<file path="config.mk">
export PLATFORM = sky130hd
export DESIGN_NAME = hll_front
export DESIGN_NICKNAME = d
export VERILOG_FILES = /design/src/hdl/hll_pkg.sv /design/src/hdl/hll_front.sv
export SDC_FILE = /design/constraint.sdc
export NUM_CORES = 1
export LEC_CHECK = 0
export BUFFER_PORTS_ARGS = -buffer_cell sky130_fd_sc_hd__buf_2
export CAP_MARGIN = 40
export CORE_ASPECT_RATIO = 0.7
export CORE_MARGIN = 2
export CORE_UTILIZATION = 40
export CTS_CLUSTER_DIAMETER = 200
export DETAILED_ROUTE_END_ITERATION = 12
export GPL_ROUTABILITY_DRIVEN = 0
export PLACE_DENSITY = 0.6
export RECOVER_POWER = 25
export SLEW_MARGIN = 0
export SYNTH_ARGS = -nofsm -noshare
export SYNTH_HDL_FRONTEND = slang
export SYNTH_SLANG_ARGS = --single-unit
</file>
<file path="constraint.sdc">
create_clock -name clk -period 2.6 [get_ports clk]
set_input_delay 0.26 -clock clk [delete_from_list [all_inputs] [get_ports clk]]
set_output_delay 0.26 -clock clk [all_outputs]
set_load 0.005 [all_outputs]
</file>
<file path="src/hdl/hll_pkg.sv">
// Package for the HyperLogLog sketch: operation codes, field widths, states, queue entry.
// No dependencies.
package hll_pkg;

  localparam int BucketBitsDefault = 10;
  localparam int SumW  = 43;
  localparam int ZeroW = 11;
  localparam int EstW  = 40;
  localparam int HashW = 32;

  typedef enum logic [1:0] {
    OP_ADD   = 2'd0,
    OP_QUERY = 2'd1,
    OP_CLEAR = 2'd2,
    OP_NONE  = 2'd3
  } op_t;

  typedef enum logic [2:0] {
    ST_IDLE,
    ST_CLEAR,
    ST_SCAN,
    ST_DRAIN,
    ST_DIV,
    ST_OUT
  } state_t;

  // Queue entry from front to back.
  typedef struct packed {
    op_t        op;
    logic [HashW-1:0] hash;
  } item_t;

endpackage

</file>
<file path="src/hdl/hll_front.sv">
// Front end: accepts items, drops unused codes, and queues them in a short FIFO.
// Depends on hll_pkg.
module hll_front import hll_pkg::*; (
  input  logic             clk,
  input  logic             rst,
  input  logic             valid,
  output logic             ready,
  input  logic [1:0]       operation,
  input  logic [HashW-1:0] hash_value,
  output logic             q_valid,
  input  logic             q_ready,
  output item_t            q_item
);

  localparam int Depth = 4;

  item_t      mem [Depth];
  logic [1:0] wr_ptr;
  logic [1:0] rd_ptr;
  logic [2:0] count;
  logic       push;
  logic       pop;

  assign ready   = (count != 3'(Depth));
  assign push    = valid && ready && (operation != OP_NONE);
  assign q_valid = (count != 3'd0);
  assign pop     = q_valid && q_ready;
  assign q_item  = mem[rd_ptr];

  // Store classified items.
  always_ff @(posedge clk) begin
    if (push) begin
      mem[wr_ptr] <= '{op: op_t'(operation), hash: hash_value};
    end
  end

  // Advance pointers and count.
  always_ff @(posedge clk) begin
    if (rst) begin
      wr_ptr <= '0;
      rd_ptr <= '0;
      count  <= '0;
    end else begin
      if (push) wr_ptr <= wr_ptr + 2'd1;
      if (pop)  rd_ptr <= rd_ptr + 2'd1;
      count <= count + 3'(push) - 3'(pop);
    end
  end

endmodule

</file>
==> results.md <==
* CP cell instances: nor2_2 > a221oi_4 > inv_1 > ha_1 > inv_1 > ha_1 > inv_1 > fa_1 > xor2_1 > and2_2 > nor3_1
* Ports at 74
* Worst slew pin tran at 0.515 ns
* Sequential share of the synthesized area at 78.7%
* Maximum operating frequency at between 400 and 500 MHz
* Slowest CP cell: dfxtp_1
* Synth unique cells at 24
* Clk_skew at slightly above 0.009 ns
* Area Overhead vs Synth at 23.3%
* Area of the multi-input gates at between 1000 and 1500 um2
* Leakage at about 0.0022 uW
* CP arrival at approximately 2.6 ns
* Largest net degree at the start of global routing at 27
* Clock buffer depth at 2
* CTS tree: yes
* Warning count from the yosys run at 0
* Worst path top cell family by delay: adder cells
* Root buffer cell: clkbuf_16
* Wire per inst at around 18 um
* Total power draw at about 6700 uW
* Placed cells at between 400 and 500
* Total core area at ~13000 um2
* Peak VDD IR at about 0.54 mV
* Worst slew margin at between 60% and 70%
* Status: finished, final reports clean
* Net Count, Synth at about 270
* Setup TNS at 0 ns
* Final core utilization at ~51%
* Vias per cell at approximately 4.8
* Die H at 101 um
* Antenna viol nets, final at 0
* Worst path most repeated cell: inv_1
* Vias in the first global route at about 2700
* Crit path buf inv count at 3
* TritonCTS Sinks at ~150
* GRT overflow at 0
* Row count at 35
* Drt pass-1 iters at 4
* Initial antenna violation count at 1
* Startpoint types: flop
* Die width at between 100 and 150 um
* CTS clk-pin slew, worst paths at approximately 0.06 ns
* Via count at between 2000 and 3000
* Seq cells post-synth at 145
* Resize count post-CTS at 0
* Minimum clock period at between 2 and 2.5 ns
* FF-to-FF Start: count[1]
* Final Cycle Share at 88.7%
* Starting density of the core at between 40 and 50%
* Layout cells sized above 1 at a little over two fifths
* Hold_buf cts at 0
* Worst setup path category: reg -> reg
* FF/Latch Area at 4270 um2
* Overall routing resource usage at 14.2%
* Critical Path Sink Type: flop
* Hold Vio Cnt, Final at 0
* Die footprint at between 10000 and 15000 um2
* Number of fill cells at 1073
* Setup bufs post-CTS at 0
* First-pass GRT wire length at 14.8 mm
* Slew Viols, Final at 0
* Net count, final at approximately 370
* RSZ-0062 raised after global routing: no
* WP data required at 2.92 ns
* Internal reg-to-reg setup slack at 0.29 ns
* Synthesized area at 5420 um2
* CTS Buf Count at 17
* Iteration-0 DRC Markers at roughly 120
* Pwr/cell area at about 1000 nW/um2
* Final wirelength at approximately 9.6 mm
* Hold Path Class: in -> reg
* Cells after Synth at about 230
* Port bufs at between 70 and 80
* CP max stage delay at around 0.45 ns
* Min-delay src: hash_value[19]
* Post-Layout Cell Count at 520
* Maxcap violations at 0
* Setup violations, final at 0
* Drt drc at 0
* H-tree levels at 4
* Mean post-synth cell area at roughly 24 um2
* CP startpoint: count[1]
* Worst-skew pair later-pin latency at 0.40 ns
* DPL Wire Length at roughly 6.0 mm
* Crit-path max FO at 7
[layout make-up]
type                            count  share of cell area (%)
Clock inverter                     15                    2.90
Multi-Input combinational cell     68                    15.9
Clock buffer                       17                    6.37
Inverter                            6                   0.337
Timing Repair Buffer               83                    7.12
Tap cell                          185                    3.47
Antenna cell                        1                  0.0375
Sequential cell                   145                    63.9
[placed cells by master, fill, tap and decap left out, drive strengths merged]
cell type  count
a221oi         1
and2           5
buf           61
bufinv         3
clkbuf        39
clkinv         3
clkinvlp       2
dfxtp          9
diode          1
edfxtp       136
fa             1
ha             6
inv           13
mux2           1
mux2i          1
mux4          34
nand2          1
nand2b         2
nor2           8
nor2b          1
nor3           1
o311ai         1
o31a           1
or3            1
xnor2          1
xor2           2
[layer usage]
metal	global-route usage, %	routed length (um)	vias up
met5	0	0	-
met4	4.11	40	0
met3	4.78	532	5
met2	22.5	4600	60
met1	18.9	4420	1307
li1	-	-	1131
[worst register-to-register path: cells and delay by family (launching register included)]
kind                     cells  cell delay (ns)
adder cells (fa/ha/maj)      3             0.79
buffers and inverters        3             0.19
XOR/XNOR                     1             0.16
AND/OR/NAND/NOR              3             0.41
flip-flops                   1             0.45
AO/OA/AOI/OAI                1             0.23
[power breakdown]
part / total (uW) / switching [uW] / leakage (uW) / internal, uW
registers: 2890 / 103 / 0.00131 / 2780
logic: 1320 / 625 / 0.000624 / 696
clock network: 2520 / 984 / 0.000299 / 1540
[through the flow]
stage	area, um2	setup slack (ns)	hold slack [ns]
floorplan	5420	0.329	0.359
global placement	6090	0.365	0.473
detailed placement	6090	0.292	0.483
CTS	6710	0.282	0.0506
global route	6680	0.0842	0.0683
finish	6680	0.293	0.0813
[sequential cells by signal (all words and copies together), names as in the netlist, named ones only]
signal / flops
count: 3
mem: 136
rd_ptr: 2
wr_ptr: 2
[final timing paths]
check | cells past startpoint | endpoint
max | 11 | count[2]
min | 1 | mem[1][19]
max reg2reg | 11 | count[2]
min reg2reg | 2 | wr_ptr[1]
[synthesized netlist by cell type (all sizes together)]
cell type	number	share of area, %
a221oi	1	0.49
and2	5	0.69
buf	7	1.1
clkbuf	2	0.14
dfxtp	9	3.3
edfxtp	136	75
fa	1	0.37
ha	6	1.4
inv	6	0.42
mux2	1	0.28
mux2i	1	0.18
mux4	34	14
nand2	1	0.069
nand2b	2	0.23
nor2	8	0.60
nor2b	1	0.12
nor3	1	0.092
o311ai	1	0.16
o31a	1	0.18
or3	1	0.14
xnor2	1	0.16
xor2	2	0.32
[cell families after synthesis]
kind of cell	Yosys count	synth area share (%)
buffers and inverters	15	1.66
DFF	145	78.7
muxes	36	14.6
adders and majority gates	7	1.76
and+or+nand+nor	19	1.94
xor gates and xnor gates	3	0.485
AOI/OAI and AO/OA	3	0.832
Note: power is estimated with default switching activity, not from simulation.
